`config.mk`:
```
export PLATFORM = sky130hd
export DESIGN_NAME = framed_heartbeat_watchdog_core
export DESIGN_NICKNAME = d
export VERILOG_FILES = /design/src/hw/rtl/fhw_pkg.sv /design/src/hw/rtl/fhw_ram.sv /design/src/hw/rtl/fhw_act_queue.sv /design/src/hw/rtl/fhw_front.sv /design/src/hw/rtl/fhw_back.sv /design/src/hw/rtl/framed_heartbeat_watchdog_core.sv
export SDC_FILE = /design/constraint.sdc
export NUM_CORES = 1
export LEC_CHECK = 0
export ABC_AREA = 1
export BUFFER_PORTS_ARGS = -buffer_cell sky130_fd_sc_hd__buf_2
export CAP_MARGIN = 40
export CORE_ASPECT_RATIO = 0.8
export CORE_UTILIZATION = 25
export DETAILED_ROUTE_END_ITERATION = 8
export SKIP_LAST_GASP = 1
export SLEW_MARGIN = 10
export SYNTH_ARGS = -nofsm -noshare
export SYNTH_HDL_FRONTEND = slang
export SYNTH_SLANG_ARGS = --single-unit
```
`constraint.sdc`:
```
create_clock -name clk -period 8.4 [get_ports clk]
set_input_delay 0.84 -clock clk [delete_from_list [all_inputs] [get_ports clk]]
set_output_delay 0.84 -clock clk [all_outputs]
set_load 0.02 [all_outputs]
```
`src/hw/rtl/fhw_pkg.sv`:
```
// Shared types and constants of the framed heartbeat watchdog.
package fhw_pkg;

    localparam int FHW_CMD_BYTES   = 32;
    localparam int FHW_LEN_MAX_W   = 6;
    localparam logic [15:0] FHW_TIMEOUT_RST = 16'd60;
    localparam logic [16:0] FHW_IDLE_MAX    = 17'h1FFFF;

    localparam logic [1:0] KIND_BYTE   = 2'd0;
    localparam logic [1:0] KIND_TICK   = 2'd1;
    localparam logic [1:0] KIND_CLOSED = 2'd2;
    localparam logic [1:0] KIND_ERROR  = 2'd3;

    localparam logic [7:0] OP_HEARTBEAT = 8'd2;
    localparam logic [7:0] OP_SHUTDOWN  = 8'd3;
    localparam logic [7:0] OP_SET       = 8'd4;
    localparam logic [7:0] OP_CLEAR     = 8'd5;
    localparam logic [7:0] OP_GET       = 8'd6;
    localparam logic [7:0] OP_GET_REPLY = 8'd7;
    localparam logic [7:0] OP_CRASHING  = 8'd8;

    localparam logic [2:0] REASON_TIMEOUT  = 3'd0;
    localparam logic [2:0] REASON_CLOSED   = 3'd1;
    localparam logic [2:0] REASON_ERROR    = 3'd2;
    localparam logic [2:0] REASON_SHUTDOWN = 3'd3;
    localparam logic [2:0] REASON_CRASHING = 3'd4;

    localparam logic OUT_TX     = 1'b0;
    localparam logic OUT_REPORT = 1'b1;

    typedef enum logic [1:0] {
        PH_LEN_HI,
        PH_LEN_LO,
        PH_OP,
        PH_BODY
    } phase_t;

    typedef enum logic [1:0] {
        ACT_ACK,
        ACT_GET,
        ACT_TERM
    } act_op_t;

    typedef enum logic {
        B_IDLE,
        B_RUN
    } back_state_t;

    typedef struct packed {
        act_op_t                  op;
        logic [2:0]               reason;
        logic                     present;
        logic [FHW_LEN_MAX_W-1:0] len;
        logic                     bank;
    } act_t;

    typedef struct packed {
        logic       kind;
        logic [7:0] tx;
        logic [2:0] reason;
        logic       present;
        logic       last;
    } res_t;

endpackage

```
`src/hw/rtl/fhw_ram.sv`:
```
// Generic single-write, single-read RAM with registered read data.
module fhw_ram #(
    parameter int WIDTH = 8,
    parameter int DEPTH = 62
) (
    input  logic                     clk,
    input  logic                     we,
    input  logic [$clog2(DEPTH)-1:0] waddr,
    input  logic [WIDTH-1:0]         wdata,
    input  logic [$clog2(DEPTH)-1:0] raddr,
    output logic [WIDTH-1:0]         rdata
);

    logic [WIDTH-1:0] mem [DEPTH];

    always_ff @(posedge clk)
    begin
        if (we)
        begin
            mem[waddr] <= wdata;
        end
        rdata <= mem[raddr];
    end

endmodule

```
`src/hw/rtl/fhw_act_queue.sv`:
```
// Two-entry action queue between the frame parser and the reply sequencer.
module fhw_act_queue
    import fhw_pkg::*;
(
    input  logic clk,
    input  logic rst_n,
    input  logic wr_en,
    input  act_t wr_act,
    output logic q_full,
    input  logic rd_en,
    output act_t rd_act,
    output logic q_empty
);

    act_t       slot_reg [2];
    logic       wr_ptr_reg, wr_ptr_next;
    logic       rd_ptr_reg, rd_ptr_next;
    logic [1:0] count_reg, count_next;

    assign q_full  = (count_reg == 2'd2);
    assign q_empty = (count_reg == 2'd0);
    assign rd_act  = slot_reg[rd_ptr_reg];

    always_comb
    begin
        wr_ptr_next = wr_ptr_reg;
        rd_ptr_next = rd_ptr_reg;
        count_next  = count_reg;
        if (wr_en)
        begin
            wr_ptr_next = ~wr_ptr_reg;
            count_next  = count_next + 2'd1;
        end
        if (rd_en)
        begin
            rd_ptr_next = ~rd_ptr_reg;
            count_next  = count_next - 2'd1;
        end
    end

    always_ff @(posedge clk)
    begin
        if (wr_en)
        begin
            slot_reg[wr_ptr_reg] <= wr_act;
        end
    end

    always_ff @(posedge clk or negedge rst_n)
    begin
        if (!rst_n)
        begin
            wr_ptr_reg <= 1'b0;
            rd_ptr_reg <= 1'b0;
            count_reg  <= 2'd0;
        end
        else
        begin
            wr_ptr_reg <= wr_ptr_next;
            rd_ptr_reg <= rd_ptr_next;
            count_reg  <= count_next;
        end
    end

endmodule

```
`src/hw/rtl/fhw_front.sv`:
```
// Front end: item intake, frame parser, idle timer and action classification.
module fhw_front
    import fhw_pkg::*;
#(
    parameter int CMD_BYTES = FHW_CMD_BYTES,
    localparam int BODY_DEPTH = CMD_BYTES - 1,
    localparam int LEN_W = $clog2(CMD_BYTES),
    localparam int ADDR_W = $clog2(2 * BODY_DEPTH)
) (
    input  logic              clk,
    input  logic              rst_n,
    input  logic              push,
    output logic              full,
    input  logic [1:0]        item_kind,
    input  logic [7:0]        rx_byte,
    input  logic              cfg_valid,
    input  logic [15:0]       cfg_data,
    output logic              act_push,
    output act_t              act_d,
    input  logic              q_full,
    input  logic              get_done,
    output logic              ram_we,
    output logic [ADDR_W-1:0] ram_waddr,
    output logic [7:0]        ram_wdata
);

    phase_t      phase_reg, phase_next;
    logic [15:0] flen_reg, flen_next;
    logic [15:0] seen_reg, seen_next;
    logic [7:0]  fop_reg, fop_next;
    logic [LEN_W-1:0] cmd_len_reg, cmd_len_next;
    logic [LEN_W-1:0] zpos_reg, zpos_next;
    logic        bank_reg, bank_next;
    logic [16:0] idle_reg, idle_next;
    logic        halted_reg, halted_next;
    logic        get_busy_reg, get_busy_next;
    logic [15:0] timeout_reg;

    logic             accept;
    logic             done;
    logic [7:0]       op_sel;
    logic [15:0]      body_idx;
    logic [LEN_W-1:0] body_len;
    logic [LEN_W-1:0] set_len;
    logic [16:0]      idle_inc;

    assign full     = q_full || get_busy_reg;
    assign accept   = push && !full;
    assign body_idx = seen_reg - 16'd1;
    assign body_len = LEN_W'(flen_reg - 16'd1);
    assign set_len  = (zpos_next < body_len) ? zpos_next : body_len;
    assign idle_inc = (idle_reg == FHW_IDLE_MAX) ? idle_reg : idle_reg + 17'd1;
    assign ram_wdata = rx_byte;

    always_comb
    begin
        phase_next    = phase_reg;
        flen_next     = flen_reg;
        seen_next     = seen_reg;
        fop_next      = fop_reg;
        cmd_len_next  = cmd_len_reg;
        zpos_next     = zpos_reg;
        bank_next     = bank_reg;
        idle_next     = idle_reg;
        halted_next   = halted_reg;
        get_busy_next = get_busy_reg && !get_done;
        act_push      = 1'b0;
        act_d         = '0;
        ram_we        = 1'b0;
        ram_waddr     = ADDR_W'(body_idx[LEN_W-1:0])
                      + (bank_reg ? ADDR_W'(0) : ADDR_W'(BODY_DEPTH));
        done          = 1'b0;
        op_sel        = fop_reg;

        if (accept && !halted_reg)
        begin
            case (item_kind)
                KIND_BYTE:
                begin
                    unique case (phase_reg)
                        PH_LEN_HI:
                        begin
                            flen_next  = {rx_byte, 8'd0};
                            phase_next = PH_LEN_LO;
                        end
                        PH_LEN_LO:
                        begin
                            flen_next  = {flen_reg[15:8], rx_byte};
                            seen_next  = 16'd0;
                            phase_next = (flen_next == 16'd0) ? PH_LEN_HI : PH_OP;
                        end
                        PH_OP:
                        begin
                            fop_next  = rx_byte;
                            op_sel    = rx_byte;
                            seen_next = 16'd1;
                            zpos_next = LEN_W'(BODY_DEPTH);
                            if (flen_reg <= 16'd1)
                            begin
                                done = 1'b1;
                            end
                            else
                            begin
                                phase_next = PH_BODY;
                            end
                        end
                        PH_BODY:
                        begin
                            if (body_idx < 16'(BODY_DEPTH))
                            begin
                                ram_we = 1'b1;
                                if (rx_byte == 8'd0 && zpos_reg == LEN_W'(BODY_DEPTH))
                                begin
                                    zpos_next = body_idx[LEN_W-1:0];
                                end
                            end
                            seen_next = seen_reg + 16'd1;
                            done      = (seen_next >= flen_reg);
                        end
                        default:
                        begin
                            phase_next = PH_LEN_HI;
                        end
                    endcase

                    if (done)
                    begin
                        phase_next = PH_LEN_HI;
                        if (flen_reg <= 16'(CMD_BYTES))
                        begin
                            case (op_sel)
                                OP_HEARTBEAT:
                                begin
                                    idle_next = 17'd0;
                                end
                                OP_SHUTDOWN:
                                begin
                                    act_push      = 1'b1;
                                    act_d.op      = ACT_TERM;
                                    act_d.reason  = REASON_SHUTDOWN;
                                    halted_next   = 1'b1;
                                end
                                OP_SET:
                                begin
                                    cmd_len_next = set_len;
                                    bank_next    = !bank_reg;
                                    act_push     = 1'b1;
                                    act_d.op     = ACT_ACK;
                                end
                                OP_CLEAR:
                                begin
                                    cmd_len_next = '0;
                                    act_push     = 1'b1;
                                    act_d.op     = ACT_ACK;
                                end
                                OP_GET:
                                begin
                                    act_push      = 1'b1;
                                    act_d.op      = ACT_GET;
                                    act_d.len     = FHW_LEN_MAX_W'(cmd_len_reg);
                                    act_d.bank    = bank_reg;
                                    get_busy_next = 1'b1;
                                end
                                OP_CRASHING:
                                begin
                                    act_push      = 1'b1;
                                    act_d.op      = ACT_TERM;
                                    act_d.reason  = REASON_CRASHING;
                                    act_d.present = (cmd_len_reg != '0);
                                    halted_next   = 1'b1;
                                end
                                default:
                                begin
                                end
                            endcase
                        end
                    end
                end
                KIND_TICK:
                begin
                    idle_next = idle_inc;
                    if (idle_inc > {1'b0, timeout_reg})
                    begin
                        act_push      = 1'b1;
                        act_d.op      = ACT_TERM;
                        act_d.reason  = REASON_TIMEOUT;
                        act_d.present = (cmd_len_reg != '0);
                        halted_next   = 1'b1;
                    end
                end
                default:
                begin
                    act_push      = 1'b1;
                    act_d.op      = ACT_TERM;
                    act_d.reason  = (item_kind == KIND_CLOSED) ? REASON_CLOSED : REASON_ERROR;
                    act_d.present = (cmd_len_reg != '0);
                    halted_next   = 1'b1;
                end
            endcase
        end
    end

    always_ff @(posedge clk or negedge rst_n)
    begin
        if (!rst_n)
        begin
            phase_reg    <= PH_LEN_HI;
            flen_reg     <= 16'd0;
            seen_reg     <= 16'd0;
            fop_reg      <= 8'd0;
            cmd_len_reg  <= '0;
            zpos_reg     <= LEN_W'(BODY_DEPTH);
            bank_reg     <= 1'b0;
            idle_reg     <= 17'd0;
            halted_reg   <= 1'b0;
            get_busy_reg <= 1'b0;
            timeout_reg  <= FHW_TIMEOUT_RST;
        end
        else
        begin
            phase_reg    <= phase_next;
            flen_reg     <= flen_next;
            seen_reg     <= seen_next;
            fop_reg      <= fop_next;
            cmd_len_reg  <= cmd_len_next;
            zpos_reg     <= zpos_next;
            bank_reg     <= bank_next;
            idle_reg     <= idle_next;
            halted_reg   <= halted_next;
            get_busy_reg <= get_busy_next;
            if (cfg_valid)
            begin
                timeout_reg <= cfg_data;
            end
        end
    end

endmodule

```
`src/hw/rtl/fhw_back.sv`:
```
// Back end: reply sequencer, command readout and result queue.
module fhw_back
    import fhw_pkg::*;
#(
    parameter int CMD_BYTES = FHW_CMD_BYTES,
    localparam int BODY_DEPTH = CMD_BYTES - 1,
    localparam int LEN_W = $clog2(CMD_BYTES),
    localparam int ADDR_W = $clog2(2 * BODY_DEPTH),
    localparam int STEP_W = $clog2(CMD_BYTES + 2)
) (
    input  logic              clk,
    input  logic              rst_n,
    input  logic              q_empty,
    input  act_t              q_act,
    output logic              q_pop,
    output logic              get_done,
    output logic [ADDR_W-1:0] ram_raddr,
    input  logic [7:0]        ram_rdata,
    output logic              empty,
    input  logic              pop,
    output res_t              res
);

    back_state_t state_reg, state_next;
    act_t        cur_reg, cur_next;
    logic [STEP_W-1:0] step_reg, step_next;
    logic        s1_valid_reg, s1_valid_next;
    logic        s1_ram_reg, s1_ram_next;
    res_t        s1_res_reg, s1_res_next;

    res_t        oq_reg [4];
    logic [1:0]  oq_wr_reg, oq_rd_reg;
    logic [2:0]  oq_cnt_reg, oq_cnt_next;

    logic              credit;
    logic              oq_pop;
    logic [STEP_W-1:0] last_step;
    logic [LEN_W-1:0]  rd_idx;
    res_t              oq_in;

    assign credit = ({1'b0, oq_cnt_reg} + {3'd0, s1_valid_reg}) < 4'd4;
    assign oq_pop = pop && !empty;
    assign empty  = (oq_cnt_reg == 3'd0);
    assign res    = oq_reg[oq_rd_reg];
    assign rd_idx = LEN_W'(step_reg - STEP_W'(3));
    assign ram_raddr = ADDR_W'(rd_idx) + (cur_reg.bank ? ADDR_W'(BODY_DEPTH) : ADDR_W'(0));

    always_comb
    begin
        oq_in = s1_res_reg;
        if (s1_ram_reg)
        begin
            oq_in.tx = ram_rdata;
        end
    end

    always_comb
    begin
        unique case (cur_reg.op)
            ACT_ACK:  last_step = STEP_W'(2);
            ACT_GET:  last_step = STEP_W'(cur_reg.len) + STEP_W'(2);
            ACT_TERM: last_step = '0;
            default:  last_step = '0;
        endcase
    end

    always_comb
    begin
        state_next    = state_reg;
        cur_next      = cur_reg;
        step_next     = step_reg;
        s1_valid_next = 1'b0;
        s1_ram_next   = 1'b0;
        s1_res_next   = '0;
        q_pop         = 1'b0;
        get_done      = 1'b0;

        unique case (state_reg)
            B_IDLE:
            begin
                if (!q_empty)
                begin
                    q_pop      = 1'b1;
                    cur_next   = q_act;
                    step_next  = '0;
                    state_next = B_RUN;
                end
            end
            B_RUN:
            begin
                if (credit)
                begin
                    s1_valid_next    = 1'b1;
                    s1_res_next.last = (step_reg == last_step);
                    unique case (cur_reg.op)
                        ACT_ACK:
                        begin
                            s1_res_next.tx = (step_reg == '0) ? 8'h00 : 8'h01;
                        end
                        ACT_GET:
                        begin
                            if (step_reg == STEP_W'(0))
                            begin
                                s1_res_next.tx = 8'h00;
                            end
                            else if (step_reg == STEP_W'(1))
                            begin
                                s1_res_next.tx = 8'(cur_reg.len) + 8'd1;
                            end
                            else if (step_reg == STEP_W'(2))
                            begin
                                s1_res_next.tx = OP_GET_REPLY;
                            end
                            else
                            begin
                                s1_ram_next = 1'b1;
                            end
                        end
                        default:
                        begin
                            s1_res_next.kind    = OUT_REPORT;
                            s1_res_next.reason  = cur_reg.reason;
                            s1_res_next.present = cur_reg.present;
                        end
                    endcase
                    step_next = step_reg + STEP_W'(1);
                    if (step_reg == last_step)
                    begin
                        state_next = B_IDLE;
                        get_done   = (cur_reg.op == ACT_GET);
                    end
                end
            end
            default:
            begin
                state_next = B_IDLE;
            end
        endcase
    end

    always_comb
    begin
        oq_cnt_next = oq_cnt_reg;
        if (s1_valid_reg)
        begin
            oq_cnt_next = oq_cnt_next + 3'd1;
        end
        if (oq_pop)
        begin
            oq_cnt_next = oq_cnt_next - 3'd1;
        end
    end

    always_ff @(posedge clk)
    begin
        cur_reg    <= cur_next;
        s1_res_reg <= s1_res_next;
        if (s1_valid_reg)
        begin
            oq_reg[oq_wr_reg] <= oq_in;
        end
    end

    always_ff @(posedge clk or negedge rst_n)
    begin
        if (!rst_n)
        begin
            state_reg    <= B_IDLE;
            step_reg     <= '0;
            s1_valid_reg <= 1'b0;
            s1_ram_reg   <= 1'b0;
            oq_wr_reg    <= 2'd0;
            oq_rd_reg    <= 2'd0;
            oq_cnt_reg   <= 3'd0;
        end
        else
        begin
            state_reg    <= state_next;
            step_reg     <= step_next;
            s1_valid_reg <= s1_valid_next;
            s1_ram_reg   <= s1_ram_next;
            oq_cnt_reg   <= oq_cnt_next;
            if (s1_valid_reg)
            begin
                oq_wr_reg <= oq_wr_reg + 2'd1;
            end
            if (oq_pop)
            begin
                oq_rd_reg <= oq_rd_reg + 2'd1;
            end
        end
    end

endmodule

```
`src/hw/rtl/framed_heartbeat_watchdog_core.sv`:
```
// An accepted item's result passes through the action queue, the reply sequencer and the result queue.
// Throughput: 1 item per cycle while the action queue is not full and no command readout is
// pending; a get-command frame holds input until the readout sequencer finishes its reply.
// Results stream at 1 per cycle from a 4-entry result queue while pop is held and results wait.
// Reset (rst_n low, asynchronous) clears control state and sets the timeout to 60.
module framed_heartbeat_watchdog_core
    import fhw_pkg::*;
#(
    parameter int CMD_BYTES = FHW_CMD_BYTES
) (
    input  logic        clk,
    input  logic        rst_n,
    input  logic        push,
    output logic        full,
    input  logic [1:0]  item_kind,
    input  logic [7:0]  rx_byte,
    input  logic        cfg_valid,
    output logic        cfg_ready,
    input  logic [15:0] cfg_data,
    output logic        empty,
    input  logic        pop,
    output logic        out_kind,
    output logic [7:0]  tx_byte,
    output logic [2:0]  end_reason,
    output logic        command_present,
    output logic        last_of_run
);

    localparam int BODY_DEPTH = CMD_BYTES - 1;
    localparam int ADDR_W = $clog2(2 * BODY_DEPTH);

    logic              act_push, q_full, q_empty, q_pop, get_done;
    act_t              act_d, q_act;
    logic              ram_we;
    logic [ADDR_W-1:0] ram_waddr, ram_raddr;
    logic [7:0]        ram_wdata, ram_rdata;
    res_t              res;

    assign cfg_ready       = 1'b1;
    assign out_kind        = res.kind;
    assign tx_byte         = res.tx;
    assign end_reason      = res.reason;
    assign command_present = res.present;
    assign last_of_run     = res.last;

    fhw_front #(.CMD_BYTES(CMD_BYTES)) u_front (
        .clk       (clk),
        .rst_n     (rst_n),
        .push      (push),
        .full      (full),
        .item_kind (item_kind),
        .rx_byte   (rx_byte),
        .cfg_valid (cfg_valid),
        .cfg_data  (cfg_data),
        .act_push  (act_push),
        .act_d     (act_d),
        .q_full    (q_full),
        .get_done  (get_done),
        .ram_we    (ram_we),
        .ram_waddr (ram_waddr),
        .ram_wdata (ram_wdata)
    );

    fhw_act_queue u_queue (
        .clk     (clk),
        .rst_n   (rst_n),
        .wr_en   (act_push),
        .wr_act  (act_d),
        .q_full  (q_full),
        .rd_en   (q_pop),
        .rd_act  (q_act),
        .q_empty (q_empty)
    );

    fhw_ram #(.WIDTH(8), .DEPTH(2 * BODY_DEPTH)) u_ram (
        .clk   (clk),
        .we    (ram_we),
        .waddr (ram_waddr),
        .wdata (ram_wdata),
        .raddr (ram_raddr),
        .rdata (ram_rdata)
    );

    fhw_back #(.CMD_BYTES(CMD_BYTES)) u_back (
        .clk       (clk),
        .rst_n     (rst_n),
        .q_empty   (q_empty),
        .q_act     (q_act),
        .q_pop     (q_pop),
        .get_done  (get_done),
        .ram_raddr (ram_raddr),
        .ram_rdata (ram_rdata),
        .empty     (empty),
        .pop       (pop),
        .res       (res)
    );

endmodule

```
==> results.toml <==
[outcome]
status = "completed"

[global_routing]
overflow = 0
grt_max_degree = 205
gr-usage-all-layers_pct = 12.3
grt_pass1_vias = 20500
grt_pass1_wl_um = 123000
antenna_found_initial = 2

[route]
wl_met2_um = 34700
drt_pass1_iterations = 5
drt_iter0_markers = 2419
wl_met3_um = 5850
totalWireLength_um = 79500
vias_per_cell = 4.64
vias = 21200
drc = 0
ant_nets = 0
highest_layer = "met5"
drt-met1-wl_um = 36800
routedWlPerCell_um = 17.4

[worst_setup_path]
worst_setup_path_start_kind = "register"
worstPathArrival_ns = 5.26
worstPathRequired_ns = 8.93
endpoint_kind = "register"
critPathMaxFanout = 24
criticalPathCategory = "register to register"

[placement]
place_congestion = 0.842
place_hpwl_um = 49000
port_buffers = 46

[clock_tree]
cts_tree = "built"
post-cts-setup-buffer-count = 0
cts_htree_levels = 3
clk_pin_slew_ns = 0.06
cts.path.max_buffers = 3
cts.sinks = 716
clkLatencyLatePin_ns = 0.63
ctsRootBufferMaster = "clkbuf_16"
cts_hold_buffers = 0
cts_resized = 0
cts_made_buffers = 78

[yosys]
synth.distinct_cells = 54
post_synth.cell_area_avg_sq_um = 11.1
syn_inst = 2823
synth_ff_type = "edfxtp_1"
synth_edf_count = 588
synth_seq_cells = 716
async_flop_share_pct = 15.1
syn-cell-area_sq_mm = 0.0314
ys_seq_area_share_pct = 66.1
yosys_warnings = 0
syn_nets = 2927

[sta]
slew_violations = 0
tightest_slew_ns = 0.938
fin_crit_sh_pct = 56.3
fin_setup_tns_ns = 0
finClkSkew_ns = 0.0240
rsz0062_at_grt = "false"
report.final.setup_viol = 0
clock.fmax_ghz = 0.212
layout_min_cycle_time_ns = 4.73
finalHoldViolations = 0
slew_headroom_pct = 37.5

[pwr]
ir_worst_vdd_mv = 0.145
clockPowerShare_pct = 44.7
power.share.switching_pct = 22.7
pwr-share-comb_pct = 4.9
pwr-share-seq_pct = 50.5
internal_power_mw = 5.97
leakage_nw = 12.9
powerDensity_mw_per_mm2 = 213
p_switching_mw = 1.75

[worst_hold_path]
hold_path.class = "input port to async pin"

[finish]
largest_reg_flops = 496
syn_to_final_growth_pct = 15.2
post-route-util_pct = 29.2
finalNetCount = 2961
drive_gt1_share_pct = 9.45
fillers = 12600

[floorplan]
core_sq_mm = 0.124
fp.dieW_um = 398
std_cell_rows = 115
ioPinCount = 48
die-area_sq_mm = 0.127
die_y_um = 319
initial_core_util_pct = 25.4

[job]
maxCapViolations = 0
[stage by stage]
stage          hold WS, ns  setup WS (ns)  total power [mW]  cell area (sq um)  cells
2_1_floorplan        0.438           4.43              4.17              31400   2823
3_3_place_gp         0.456           3.47              4.33              33400   4401
3_5_place_dp         0.460           3.78              4.36              33600   4413
4_1_cts              0.189           3.74              7.79              36200   4556
5_1_grt              0.216           3.09              7.97              36200   4559
6_report             0.200           3.67              7.72              36200   4560
[cells by family (layout without fill, tap and decap cells)]
logic type | count (synthesis) | after routing | share of synthesized area [%]
muxes | 19 | 19 | 0.681
AOI/OAI and AO/OA | 630 | 630 | 11.4
xor gates and xnor gates | 44 | 44 | 1.23
adders and majority gates | 73 | 73 | 2.96
buffers and inverters | 362 | 459 | 4.43
DFF | 716 | 716 | 66.1
and+or+nand+nor | 978 | 978 | 13.2
other | 1 | 3 | 0.0119
[placed cells by master, fill, tap and decap left out, types with 40 or more instances in the layout]
cell type	n
o22ai_1	109
inv_1	227
nor2_1	455
nand2_1	307
o221ai_1	49
buf_2	46
xor2_1	40
dfrtp_1	99
a21oi_1	59
edfxtp_1	588
o21ai_0	357
clkbuf_16	80
ha_1	70
nand3_1	121
[layer usage]
| layer | GRT usage [%] | up-vias |
|---|---|---|
| li1 | - | 10100 |
| met1 | 17.8 | 10300 |
| met2 | 18.2 | 689 |
| met3 | 2.85 | 115 |
| met4 | 3.65 | 2 |
| met5 | 0 | - |
[worst max-delay path: stages (launching register included)]
cell and delay, ns:
dfrtp_1 0.54, inv_1 0.14, nor3_1 0.32, nand3_1 0.17, nor2_1 0.19, inv_1 0.07
nor3_2 0.12, nand2_1 0.11, nor3_2 0.18, nand4_1 0.13, xor2_1 0.20, inv_1 0.07
ha_1 0.29, nand2_1 0.06, inv_1 0.05, nand3_1 0.08, nor3_1 0.25, nand3_1 0.12
nand3_1 0.11, nand2_1 0.07, nand2_1 0.17, inv_1 0.11, nand2_1 0.08, nand2_1 0.16
inv_1 0.56, nand3_1 0.14, o21ai_0 0.14
[final timing paths]
check	start	endpoint	slack (ns)	depth (start not counted)
setup reg to reg	u_front.seen_reg[2]	u_front.idle_reg[8]	3.67	26
max in group asynchronous	rst_n	u_front.zpos_reg[0]	7.17	3
min in group clk	cfg_data[8]	u_front.timeout_reg[8]	0.42	3
setup / recovery	u_front.seen_reg[2]	u_front.idle_reg[8]	3.67	26
hold reg to reg	u_back.oq_in[0]	u_back.oq_reg[0][0]	0.47	0
hold / removal	rst_n	u_front.timeout_reg[6]	0.20	1
[layout make-up]
type                            count  area [sq um]  share of cell area [%]
Clock inverter                     46           500                    1.38
Sequential cell                   716         20800                    57.4
Clock buffer                       97          2110                    5.82
Antenna cell                        2          5.00                  0.0138
Timing Repair Buffer               81           589                    1.63
Tap cell                         1638          2050                    5.66
Multi-Input combinational cell   1745          9280                    25.6
Inverter                          235           888                    2.45
[power groups by stage]
stage	Combinational, mW	Sequential, mW	Clock, mW
2_1_floorplan	0.225	3.94	0
3_3_place_gp	0.359	3.97	0
3_5_place_dp	0.384	3.97	0
4_1_cts	0.385	3.90	3.51
5_1_grt	0.419	3.90	3.64
6_report	0.374	3.90	3.45
[synthesized netlist by cell type, drive strengths merged, types with 4 or more instances]
master	instances	share of area, %
ha	71	2.8
a21oi	59	0.94
dfxtp	20	1.3
o221ai	49	1.4
o22ai	109	2.2
edfxtp	588	56
dfstp	9	0.75
inv	233	2.8
nand3	128	2.2
buf	19	0.33
xor2	40	1.1
a211oi	7	0.17
dfrtp	99	7.9
o21ai	367	5.9
nor2	467	5.8
nor3	22	0.40
xnor2	4	0.11
o31ai	5	0.12
nor4	8	0.16
a31oi	22	0.44
clkbuf	108	1.3
nand4	25	0.50
nand2	318	3.9
or2	5	0.10
mux2	19	0.68
Note: power is estimated with default switching activity, not from simulation.
